## src/rtl/sttab_pkg.sv

```systemverilog
`timescale 1ns / 1ps
// ---------------------------------------------------------------------------
// sttab_pkg
// Shared types and constants of the software timer slot table.
// ---------------------------------------------------------------------------
package sttab_pkg;

   localparam int SLOTS      = 16;
   localparam int SLOT_BITS  = 4;
   localparam int CNT_BITS   = $clog2(SLOTS + 1);
   localparam int DELAY_BITS = 32;
   localparam int WORD_BITS  = 2 * DELAY_BITS;

   typedef enum logic [1:0] {
      CMD_TICK    = 2'd0,
      CMD_SETUP   = 2'd1,
      CMD_RELEASE = 2'd2,
      CMD_SERVICE = 2'd3
   } cmd_type;

   localparam logic [1:0] KIND_ONCE   = 2'd0;
   localparam logic [1:0] KIND_CYCLIC = 2'd1;

   // per-slot word held in the slot memory
   typedef struct packed {
      logic [DELAY_BITS-1:0] reload;
      logic [DELAY_BITS-1:0] remain;
   } slot_word_type;

endpackage

```

## src/rtl/sttab_ram.sv

```systemverilog
`timescale 1ns / 1ps
// ---------------------------------------------------------------------------
// sttab_ram
// Generic single write port, single read port memory with registered read.
// ---------------------------------------------------------------------------
module sttab_ram #(
   parameter int WIDTH = 8,
   parameter int DEPTH = 16,
   localparam int AW   = $clog2(DEPTH)
) (
   input  logic             clock,
   input  logic             wr_en,
   input  logic [AW-1:0]    wr_addr,
   input  logic [WIDTH-1:0] wr_data,
   input  logic [AW-1:0]    rd_addr,
   output logic [WIDTH-1:0] rd_data
);

   logic [WIDTH-1:0] mem [DEPTH];

   // write port
   always_ff @(posedge clock) begin
      if (wr_en) begin
         mem[wr_addr] <= wr_data;
      end
   end

   // registered read port
   always_ff @(posedge clock) begin
      rd_data <= mem[rd_addr];
   end

endmodule

```

## src/rtl/software_timer_slot_table.sv

```systemverilog
`timescale 1ns / 1ps
// Create writes the slot directly, or first compacts the order memory when
// the slot is already armed; release compacts the order memory; tick does one
// slot memory read-modify-write per cycle; service walks the order memory, plus
// removal of a non-cyclic slot. One transaction at a time; busy covers the walk.
// Reset clears all flags and the order count; memories need no clearing.
// The receiver cannot stall: each result shows for one cycle on rsp_strobe.
// ---------------------------------------------------------------------------
// software_timer_slot_table
// Timer slot table with an order memory and a slot data memory, driven by
// a sequencer that walks them for tick, create, release and service.
// ---------------------------------------------------------------------------
module software_timer_slot_table (
   input  logic        clock,
   input  logic        reset,
   input  logic        start,
   output logic        busy,
   input  logic [1:0]  req_cmd,
   input  logic [3:0]  req_slot,
   input  logic [1:0]  req_timer_kind,
   input  logic [31:0] req_start_delay,
   input  logic [31:0] req_reload_ticks,
   input  logic        req_has_handler,
   output logic        rsp_strobe,
   output logic        rsp_fired,
   output logic [3:0]  rsp_fired_slot,
   output logic        rsp_release_ok,
   output logic        rsp_slot_expired,
   output logic        rsp_slot_armed
);

   localparam int SB = sttab_pkg::SLOT_BITS;
   localparam int CB = sttab_pkg::CNT_BITS;
   localparam int DB = sttab_pkg::DELAY_BITS;

   typedef enum logic [2:0] {
      ST_IDLE, ST_TICK, ST_DROP, ST_CREATE, ST_SVC, ST_SVC_ACT, ST_DONE
   } st_type;

   st_type                     state_ff, state_in;
   sttab_pkg::cmd_type         cmd_ff, cmd_in;
   logic [SB-1:0]              slot_ff, slot_in;
   logic [1:0]                 req_kind_ff, req_kind_in;
   logic [DB-1:0]              delay_ff, delay_in;
   logic [DB-1:0]              reload_ff, reload_in;
   logic                       req_hnd_ff, req_hnd_in;
   logic [SB-1:0]              tgt_ff, tgt_in;
   logic [CB-1:0]              rd_ff, rd_in;
   logic [CB-1:0]              wr_ff, wr_in;
   logic                       pend_ff, pend_in;
   logic [SB-1:0]              pslot_ff, pslot_in;
   logic [CB-1:0]              count_ff, count_in;
   logic [sttab_pkg::SLOTS-1:0] armed_ff, armed_in;
   logic [sttab_pkg::SLOTS-1:0] expired_ff, expired_in;
   logic [sttab_pkg::SLOTS-1:0] defer_ff, defer_in;
   logic [sttab_pkg::SLOTS-1:0] hnd_ff, hnd_in;
   logic                       fired_ff, fired_in;
   logic [SB-1:0]              fired_slot_ff, fired_slot_in;
   logic                       ok_ff, ok_in;
   logic                       rsp_strobe_ff, rsp_strobe_in;
   logic                       rsp_fired_ff, rsp_fired_in;
   logic [SB-1:0]              rsp_fired_slot_ff, rsp_fired_slot_in;
   logic                       rsp_ok_ff, rsp_ok_in;
   logic                       rsp_exp_ff, rsp_exp_in;
   logic                       rsp_arm_ff, rsp_arm_in;
   logic [1:0]                 kind_tab_ff [sttab_pkg::SLOTS];
   logic                       kt_we;

   logic                       ord_we;
   logic [SB-1:0]              ord_waddr, ord_raddr, ord_wdata, ord_rdata;
   logic                       dat_we;
   logic [SB-1:0]              dat_waddr, dat_raddr;
   sttab_pkg::slot_word_type   dat_wdata, dat_rdata;

   // order memory: slot indexes in creation order
   sttab_ram #(.WIDTH(SB), .DEPTH(sttab_pkg::SLOTS)) u_order_ram (
      .clock   (clock),
      .wr_en   (ord_we),
      .wr_addr (ord_waddr),
      .wr_data (ord_wdata),
      .rd_addr (ord_raddr),
      .rd_data (ord_rdata)
   );

   // slot memory: reload value and remaining ticks
   sttab_ram #(.WIDTH(sttab_pkg::WORD_BITS), .DEPTH(sttab_pkg::SLOTS)) u_slot_ram (
      .clock   (clock),
      .wr_en   (dat_we),
      .wr_addr (dat_waddr),
      .wr_data (dat_wdata),
      .rd_addr (dat_raddr),
      .rd_data (dat_rdata)
   );

   // sequencer next state
   always_comb begin
      state_in          = state_ff;
      cmd_in            = cmd_ff;
      slot_in           = slot_ff;
      req_kind_in       = req_kind_ff;
      delay_in          = delay_ff;
      reload_in         = reload_ff;
      req_hnd_in        = req_hnd_ff;
      tgt_in            = tgt_ff;
      rd_in             = rd_ff;
      wr_in             = wr_ff;
      pend_in           = pend_ff;
      pslot_in          = pslot_ff;
      count_in          = count_ff;
      armed_in          = armed_ff;
      expired_in        = expired_ff;
      defer_in          = defer_ff;
      hnd_in            = hnd_ff;
      fired_in          = fired_ff;
      fired_slot_in     = fired_slot_ff;
      ok_in             = ok_ff;
      rsp_strobe_in     = 1'b0;
      rsp_fired_in      = rsp_fired_ff;
      rsp_fired_slot_in = rsp_fired_slot_ff;
      rsp_ok_in         = rsp_ok_ff;
      rsp_exp_in        = rsp_exp_ff;
      rsp_arm_in        = rsp_arm_ff;
      kt_we             = 1'b0;
      ord_we            = 1'b0;
      ord_waddr         = wr_ff[SB-1:0];
      ord_wdata         = ord_rdata;
      ord_raddr         = rd_ff[SB-1:0];
      dat_we            = 1'b0;
      dat_waddr         = pslot_ff;
      dat_wdata         = dat_rdata;
      dat_raddr         = rd_ff[SB-1:0];

      case (state_ff)
         ST_IDLE: begin
            if (start) begin
               cmd_in        = sttab_pkg::cmd_type'(req_cmd);
               slot_in       = req_slot;
               req_kind_in   = req_timer_kind;
               delay_in      = req_start_delay[DB-1:0];
               reload_in     = req_reload_ticks[DB-1:0];
               req_hnd_in    = req_has_handler;
               tgt_in        = req_slot;
               rd_in         = '0;
               wr_in         = '0;
               pend_in       = 1'b0;
               fired_in      = 1'b0;
               fired_slot_in = '0;
               ok_in         = 1'b0;
               case (sttab_pkg::cmd_type'(req_cmd))
                  sttab_pkg::CMD_TICK:    state_in = ST_TICK;
                  sttab_pkg::CMD_SETUP:   state_in = armed_ff[req_slot] ? ST_DROP : ST_CREATE;
                  sttab_pkg::CMD_RELEASE: begin
                     ok_in    = armed_ff[req_slot];
                     state_in = armed_ff[req_slot] ? ST_DROP : ST_DONE;
                  end
                  default:                state_in = ST_SVC;
               endcase
            end
         end

         // count down every armed slot, one memory entry per cycle
         ST_TICK: begin
            pend_in = 1'b0;
            if (rd_ff < CB'(sttab_pkg::SLOTS)) begin
               dat_raddr = rd_ff[SB-1:0];
               pslot_in  = rd_ff[SB-1:0];
               rd_in     = rd_ff + 1'b1;
               pend_in   = 1'b1;
            end
            if (pend_ff && armed_ff[pslot_ff] && dat_rdata.remain != '0) begin
               dat_we           = 1'b1;
               dat_waddr        = pslot_ff;
               dat_wdata.reload = dat_rdata.reload;
               dat_wdata.remain = dat_rdata.remain - 1'b1;
               if (dat_rdata.remain == DB'(1)) begin
                  expired_in[pslot_ff] = 1'b1;
               end
            end
            if (rd_ff == CB'(sttab_pkg::SLOTS) && !pend_ff) begin
               state_in = ST_DONE;
            end
         end

         // compact the order list without the target slot
         ST_DROP: begin
            pend_in = 1'b0;
            if (rd_ff < count_ff) begin
               rd_in   = rd_ff + 1'b1;
               pend_in = 1'b1;
            end
            if (pend_ff && ord_rdata != tgt_ff) begin
               ord_we    = 1'b1;
               ord_waddr = wr_ff[SB-1:0];
               ord_wdata = ord_rdata;
               wr_in     = wr_ff + 1'b1;
            end
            if (rd_ff == count_ff && !pend_ff) begin
               count_in        = wr_ff;
               armed_in[tgt_ff] = 1'b0;
               state_in        = (cmd_ff == sttab_pkg::CMD_SETUP) ? ST_CREATE : ST_DONE;
            end
         end

         // arm the slot and append it at the tail
         ST_CREATE: begin
            dat_we            = 1'b1;
            dat_waddr         = slot_ff;
            dat_wdata.reload  = reload_ff;
            dat_wdata.remain  = (delay_ff == '0) ? DB'(1) : delay_ff;
            ord_we            = 1'b1;
            ord_waddr         = count_ff[SB-1:0];
            ord_wdata         = slot_ff;
            count_in          = count_ff + 1'b1;
            kt_we             = 1'b1;
            hnd_in[slot_ff]     = req_hnd_ff;
            expired_in[slot_ff] = 1'b0;
            defer_in[slot_ff]   = 1'b0;
            armed_in[slot_ff]   = 1'b1;
            state_in          = ST_DONE;
         end

         // walk the order list for the first expired slot without deferral, clearing deferral on expired slots passed
         ST_SVC: begin
            pend_in = 1'b0;
            if (rd_ff < count_ff) begin
               rd_in   = rd_ff + 1'b1;
               pend_in = 1'b1;
            end
            if (pend_ff && expired_ff[ord_rdata]) begin
               if (defer_ff[ord_rdata]) begin
                  defer_in[ord_rdata] = 1'b0;
               end else begin
                  tgt_in    = ord_rdata;
                  dat_raddr = ord_rdata;
                  pend_in   = 1'b0;
                  state_in  = ST_SVC_ACT;
               end
            end else if (rd_ff == count_ff && !pend_ff) begin
               state_in = ST_DONE;
            end
         end

         // process the found slot by its kind
         ST_SVC_ACT: begin
            rd_in   = '0;
            wr_in   = '0;
            pend_in = 1'b0;
            if (kind_tab_ff[tgt_ff] == sttab_pkg::KIND_CYCLIC) begin
               dat_we              = 1'b1;
               dat_waddr           = tgt_ff;
               dat_wdata.reload    = dat_rdata.reload;
               dat_wdata.remain    = dat_rdata.reload;
               defer_in[tgt_ff]    = 1'b1;
               expired_in[tgt_ff]  = 1'b0;
               fired_in            = hnd_ff[tgt_ff];
               fired_slot_in       = hnd_ff[tgt_ff] ? tgt_ff : '0;
               state_in            = ST_DONE;
            end else begin
               if (kind_tab_ff[tgt_ff] == sttab_pkg::KIND_ONCE) begin
                  fired_in      = hnd_ff[tgt_ff];
                  fired_slot_in = hnd_ff[tgt_ff] ? tgt_ff : '0;
               end
               state_in = ST_DROP;
            end
         end

         // present the result for one cycle
         ST_DONE: begin
            rsp_strobe_in     = 1'b1;
            rsp_fired_in      = fired_ff;
            rsp_fired_slot_in = fired_slot_ff;
            rsp_ok_in         = ok_ff;
            rsp_exp_in        = expired_ff[slot_ff];
            rsp_arm_in        = armed_ff[slot_ff];
            state_in          = ST_IDLE;
         end

         default: state_in = ST_IDLE;
      endcase
   end

   // state and registered outputs
   always_ff @(posedge clock) begin
      if (reset) begin
         state_ff      <= ST_IDLE;
         rd_ff         <= '0;
         wr_ff         <= '0;
         pend_ff       <= 1'b0;
         count_ff      <= '0;
         armed_ff      <= '0;
         expired_ff    <= '0;
         defer_ff      <= '0;
         hnd_ff        <= '0;
         rsp_strobe_ff <= 1'b0;
      end else begin
         state_ff      <= state_in;
         rd_ff         <= rd_in;
         wr_ff         <= wr_in;
         pend_ff       <= pend_in;
         count_ff      <= count_in;
         armed_ff      <= armed_in;
         expired_ff    <= expired_in;
         defer_ff      <= defer_in;
         hnd_ff        <= hnd_in;
         rsp_strobe_ff <= rsp_strobe_in;
      end
      cmd_ff            <= cmd_in;
      slot_ff           <= slot_in;
      req_kind_ff       <= req_kind_in;
      delay_ff          <= delay_in;
      reload_ff         <= reload_in;
      req_hnd_ff        <= req_hnd_in;
      tgt_ff            <= tgt_in;
      pslot_ff          <= pslot_in;
      fired_ff          <= fired_in;
      fired_slot_ff     <= fired_slot_in;
      ok_ff             <= ok_in;
      rsp_fired_ff      <= rsp_fired_in;
      rsp_fired_slot_ff <= rsp_fired_slot_in;
      rsp_ok_ff         <= rsp_ok_in;
      rsp_exp_ff        <= rsp_exp_in;
      rsp_arm_ff        <= rsp_arm_in;
      if (kt_we) begin
         kind_tab_ff[slot_ff] <= req_kind_ff;
      end
   end

   assign busy             = (state_ff != ST_IDLE);
   assign rsp_strobe       = rsp_strobe_ff;
   assign rsp_fired        = rsp_fired_ff;
   assign rsp_fired_slot   = rsp_fired_slot_ff;
   assign rsp_release_ok   = rsp_ok_ff;
   assign rsp_slot_expired = rsp_exp_ff;
   assign rsp_slot_armed   = rsp_arm_ff;

   // order list length never exceeds the table
   a_count_range: assert property (@(posedge clock) disable iff (reset)
      count_ff <= CB'(sttab_pkg::SLOTS))
      else $error("order count out of range");

   // between transactions the order list length equals the number of armed slots
   a_count_armed: assert property (@(posedge clock) disable iff (reset)
      (state_ff == ST_IDLE) |-> ($countones(armed_ff) == 32'(count_ff)))
      else $error("order count differs from armed slots");

   // a successful release leaves the addressed slot disarmed
   a_release_disarms: assert property (@(posedge clock) disable iff (reset)
      (rsp_strobe_ff && rsp_ok_ff) |-> !rsp_arm_ff)
      else $error("released slot still armed");

   // an accepted transaction makes the block busy
   a_accept_busy: assert property (@(posedge clock) disable iff (reset)
      (start && !busy) |=> busy)
      else $error("transaction accepted without going busy");

endmodule

```

## config.mk

```make
export PLATFORM = sky130hd
export DESIGN_NAME = software_timer_slot_table
export DESIGN_NICKNAME = d
export VERILOG_FILES = /design/src/rtl/sttab_pkg.sv /design/src/rtl/sttab_ram.sv /design/src/rtl/software_timer_slot_table.sv
export SDC_FILE = /design/constraint.sdc
export NUM_CORES = 2
export LEC_CHECK = 0
export BUFFER_PORTS_ARGS = -buffer_cell sky130_fd_sc_hd__buf_2
export CAP_MARGIN = 10
export CORE_AREA = 3 3 305 307
export DETAILED_ROUTE_END_ITERATION = 10
export DIE_AREA = 0 0 308 310
export GPL_TIMING_DRIVEN = 0
export PLACE_DENSITY = 0.8
export SYNTH_ARGS = -nofsm -noshare
export SYNTH_HDL_FRONTEND = slang
export SYNTH_HIERARCHICAL = 1
export SYNTH_SLANG_ARGS = --single-unit
```

## constraint.sdc

```tcl
create_clock -name clock -period 14 [get_ports clock]
set_clock_uncertainty 0.05 [all_clocks]
set_input_delay 0 -clock clock [delete_from_list [all_inputs] [get_ports clock]]
set_output_delay 0 -clock clock [all_outputs]
set_load 0.02 [all_outputs]
```

# ---- Word level (Yosys, flattened, before mapping)
# Memories as Yosys holds them, arrays and structs flattened. A register that Yosys moved wholly into a read port is not among the register bits.
# Cells that the tools add are included.
dict set report classes {
  reduce_logical 37
  bitwise_logic 11
  add_sub_neg 4
  n_lt_le_gt_ge 11
  n_mux 96
  n_eq_ne 29
}
# op count
set ops {}
lappend ops {{$pmux 64 s3} 1}
lappend ops {{$mux 16} 7}
lappend ops {{$mux 32} 3}
lappend ops {{$pmux 16 s3} 2}
lappend ops {{$and 16x16->16} 5}
lappend ops {{$mux 4} 14}
lappend ops {{$not 16->16} 3}
lappend ops {{$or 16x16->16} 3}
lappend ops {{$eq 32x1->1 const B} 1}
lappend ops {{$logic_not 32->1} 1}
lappend ops {{$pmux 16 s2} 1}
lappend ops {{$reduce_bool 32->1} 1}
lappend ops {{$sub 32x1->32 const B} 1}
lappend ops {{$mux 1} 30}
lappend ops {{$bmux 1 s4} 7}
lappend ops {{$mux 3} 9}
lappend ops {{$lt 4x5->1 const B} 5}
lappend ops {{$mux 5} 5}
lappend ops {{$pmux 4 s2} 3}
lappend ops {{$ne 2x2->1 const B} 11}
lappend ops {{$pmux 5 s4} 1}
lappend ops {{$pmux 3 s6} 1}
lappend ops {{$bwmux 16} 1}
lappend ops {{$demux 1 s4} 4}
lappend ops {{33 further kinds} 68}
dict set report word_totals {
  output_inout_bits 10
  reg_bits 179
  memories 3
  ram_bits 1120
  inputBits 76
}
# name words word_bits rd rd_ports_with_merged_regs write_ports line
set mem_list {}
lappend mem_list {u_slot_ram.mem 16 64 1 1 1 sttab_ram.sv:19} ;# logic [WIDTH-1:0] mem [DEPTH];
lappend mem_list {u_order_ram.mem 16 4 1 1 1 sttab_ram.sv:19}
lappend mem_list {kind_tab_ff 16 2 1 1 1 software_timer_slot_table.sv:66} ;# logic [1:0] kind_tab_ff [sttab_pkg::SLOTS];

# ---- Logic depth before layout (Yosys ltp)
dict set report depth {
  ltp_word 9
  depth_mapped 14
  depth_no_buf 10
}

# ---- Cells and area by module
# The synthesis kept the hierarchy.
# mod seq_area_each_um2 n_inst area_per_inst_um2 cells_per_inst
set modules_own_cells {}
lappend modules_own_cells {{sttab_ram at u_slot_ram} 32030.7 1 39581.7 1647}
lappend modules_own_cells {software_timer_slot_table 5575.3 1 12076.6 1268}
lappend modules_own_cells {{sttab_ram at u_order_ram} 2001.9 1 2666.3 130}

# ---- Worst setup path after synthesis
# No wires, ideal clock.
dict set report synth_timing {
  path_kind {register to register}
  from {register (tool-made name)}
  to {memory u_slot_ram/mem[0][0] (netlist name), enable pin}
  required_ns 13.385
  period_less_slack_ns 7.618
  n_path_buf 2
  setup_slack_ns 6.382
  stages_incl_launch_ff 11
  arrival_time_ns 7.003
  path_cell_list {dfxtp_1 > buf_2 > mux2_1 > or4_1 > o31ai_1 > o21ai_1 > and3_1 > clkbuf_1 > a221o_1 > or3b_2 > nor3_1}
}
# element line
set synth_rtl {}
lappend synth_rtl {{to (decl)} sttab_ram.sv:19}

==> key figures <==
Die
  – Vert. Die Dim: 310 um
  – Die X: slightly above 300 um
  – # IOs: between 80 and 90
  – Initial Util: 0.602
  – FP Rows: between 100 and 150
  – Core box area: roughly 90,000 um2
  – Die ar.: 95,500 um2

CTS
  – Clock latency on the worst-skew pair: between 0.7 and 0.8 ns
  – Max Root-Sink Buffers: 3
  – CTS Buf Count: around 140
  – CTS Root Cell: clkbuf_16
  – H-tree Lvls: 4
  – TritonCTS clock tree: done
  – CTS clk-pin slew, worst paths: about 0.060 ns
  – CTS sink cnt: about 1.4k

Global route
  – Total grt overflow: 0
  – Total track usage: 0.351
  – Initial antenna violation count: 1
  – Largest net degree at the start of global routing: 56
  – Global-route wire length before repair: 236 mm
  – Vias in the first global route: roughly 33k

Drt
  – Detailed-route via count: about 33k
  – DRT antenna net count: 0
  – Routed len/inst: about 34 um
  – Initial DRC count: about 4.9k
  – DRC viols: 0
  – DR vias/cell: 6.96
  – DRT Pass-1 Iters: 8
  – DRT Wirelength: about 160 mm

Logic synthesis
  – Post-Syn Nets: roughly 3.1k
  – Post-synth EDFFs: 1,215
  – Synth Flop Type: edfxtp_1
  – Avg Inst Size Synth: roughly 18 um2
  – Ys Warns: 6
  – Gate Count Post-Synth: ~3.0k
  – Synth Cell Area: about 54,000 um2
  – Yosys reg bits: 1,371
  – Unique masters post-synth: just over 80
  – Sequential area share after synthesis: 0.729
  – Post-synth ARST share: 0

Finish
  – Layout cell share with drive strength beyond 1: 0.205
  – Area grow syn2layout: 16.6%
  – Final nets: around 3.6k

STA
  – Min Tclk post-route: 5.60 ns
  – TNS Setup: 0 ns
  – Fin. max-slew vios: 0
  – Final setup vio count: 0
  – Worst-margin pin slew: about 1.3 ns
  – Max_slew headroom: 0.115
  – Final-report hold violation count: 0
  – Final Worst Setup Slack: 8.40 ns
  – Max Clk Rate: between 0.15 and 0.2 GHz
  – Unrepaired setup endpoints after global routing: false
  – Crit share post-route: 0.400

Job
  – Max cap viols: 0

Place
  – Port Buffers: 85
  – Pre-CTS setup slack: approximately 8.7 ns
  – DP HPWL: just over 100 mm
  – GP Congestion: around 1

Setup path
  – Crit path cell chain: buf_2 -> mux2_2 -> o41ai_1 -> or2_1 -> o311ai_2 -> a21oi_1 -> nand3b_1 -> nor3_2 -> buf_8 -> buf_6 -> buf_6
  – Critical Path End: u_slot_ram/mem[8][52]
  – Critical Path RT: ~14 ns
  – CP Max Fanout: 9
  – CP Capture Type: flop
  – Reg-to-reg setup timing slack: around 8.4 ns
  – Cell mode on critical path: buf_6
  – Critical Path Start Type: flop
  – RR Endpoint: u_slot_ram/mem[8][52]
  – Worst path slowest cell: nor3_2
  – Worst Reg-to-Reg Cells: 11
  – Crit path arrival time: about 6.0 ns
  – Crit path kind: reg2reg
  – Worst path max stage delay: 1.00 ns

Min path
  – HP Class: in2reg

Power and ir drop
  – Total chip power: between 10 and 15 mW
  – Power density over cell area: around 180 nW/um2
  – Leakage: 20.4 nW
  – VDD IR max: 143 uV

Run status
  – Status: finished, final reports clean
-- cell families after synthesis --
family,count (synthesis),share of synthesized area
flops,1371,0.729
simple gates,666,0.0580
compound gates,422,0.0538
mux,345,0.134
buf+inv,206,0.0180
xor+xnor,19,0.00306
fa+ha+maj,16,0.00369
-- layout by cell type, fill, tap and decap left out, types with 29 or more instances in the layout --
master and instances:
buf_6 46, buf_2 117, a21oi_1 46, o21ai_0 31, dfxtp_1 156, nand2_1 264, nand3_1 58, o21ai_1 54
mux2i_1 29, edfxtp_1 1215, nor2_1 123, mux4_2 287, a22oi_1 147, clkbuf_1 151, nor3_1 38, clkbuf_16 142
dlygate4sd3_1 145, nor2b_1 37
-- synth_stat cells (all sizes together), types with 19 or more instances --
library cell / instances / area [um2]
clkbuf: 103 / 388
nor2b: 37 / 231
a21oi: 46 / 230
nand2: 264 / 991
mux4: 301 / 6830
buf: 75 / 484
o21ai: 86 / 434
dfxtp: 156 / 3120
nand2b: 21 / 131
nor4: 20 / 146
nor2: 136 / 513
nand3: 58 / 290
inv: 28 / 105
a31oi: 27 / 169
edfxtp: 1215 / 36500
nor3: 45 / 246
nand4: 19 / 125
a22oi: 147 / 1100
mux2i: 30 / 313
-- metal layers --
layer	GRT usage	part of all wire	vias up
li1	-	-	13300
met1	0.459	0.35	16900
met2	0.560	0.48	2645
met3	0.0908	0.12	500
met4	0.165	0.053	0
met5	0	0	-
-- worst min-delay path by stage --
stage,endpoint,start,slack [ns],cells after the start
after CTS,cmd_ff[1],req_cmd[1],0.02,2
after global routing,cmd_ff[0],req_cmd[0],0.06,2
after detailed placement,reload_ff[23],req_reload_ticks[23],0.13,1
after floorplan,cmd_ff[0],req_cmd[0],0.05,0
after global placement,reload_ff[30],req_reload_ticks[30],0.13,1
final,slot_ff[1],req_slot[1],0.06,2
-- flip-flops by register name, indices dropped and copies added, names as in the netlist, 5 cells and up, named ones only --
register and count:
count_ff 5, reload_ff 32, rd_ff 5, u_slot_ram/mem 1024
defer_ff 16, u_order_ram/mem 64, wr_ff 5, armed_ff 16
u_slot_ram/rd_data 64, kind_tab_ff 32, expired_ff 16, delay_ff 32
hnd_ff 16
-- where the power goes --
| group | total, mW | internal (mW) | switching, mW |
|---|---|---|---|
| Clock | 3.51 | 1.98 | 1.53 |
| Sequential | 5.48 | 5.23 | 0.245 |
| Combinational | 2.36 | 0.752 | 1.60 |
-- what timing repair did --
action / CTS / global route
setup buffers: 0 / 0
endpoints found under the hold margin: 95 / 0
gates resized for setup: 0 / 0
hold buffers: 145 / 0
-- through the flow --
step / utilization / hold WS [ns] / instance area (um2) / std cells
after floorplan: - / 0.0489 / 54300 / 3045
after global placement: 0.623 / 0.128 / 56200 / 4306
after detailed placement: 0.638 / 0.128 / 57600 / 4382
after CTS: 0.701 / 0.0173 / 63300 / 4774
after global routing: 0.702 / 0.0644 / 63400 / 4782
final: 0.702 / 0.0637 / 63400 / 4783
-- area by class of cell --
type                            count  area, um2
Sequential cell                  1371      39600
Fill cell                        5391      26900
Multi-Input combinational cell   1468      13900
Clock buffer                      198       3830
Timing Repair Buffer              314       3220
Tap cell                         1176       1470
Buffer                            178        872
Clock inverter                     49        392
Inverter                           28        108
Antenna cell                        1       2.50
-- worst max-delay path, delay by kind of cell (launching register included) --
kind                   cells  cell delay [ns]
muxes                      1             0.38
buffers and inverters      4             0.83
AOI/OAI and AO/OA          3             2.00
and+or+nand+nor            3             1.71
DFF                        1             0.30
No activity file was read; power rests on OpenSTA's default activity.
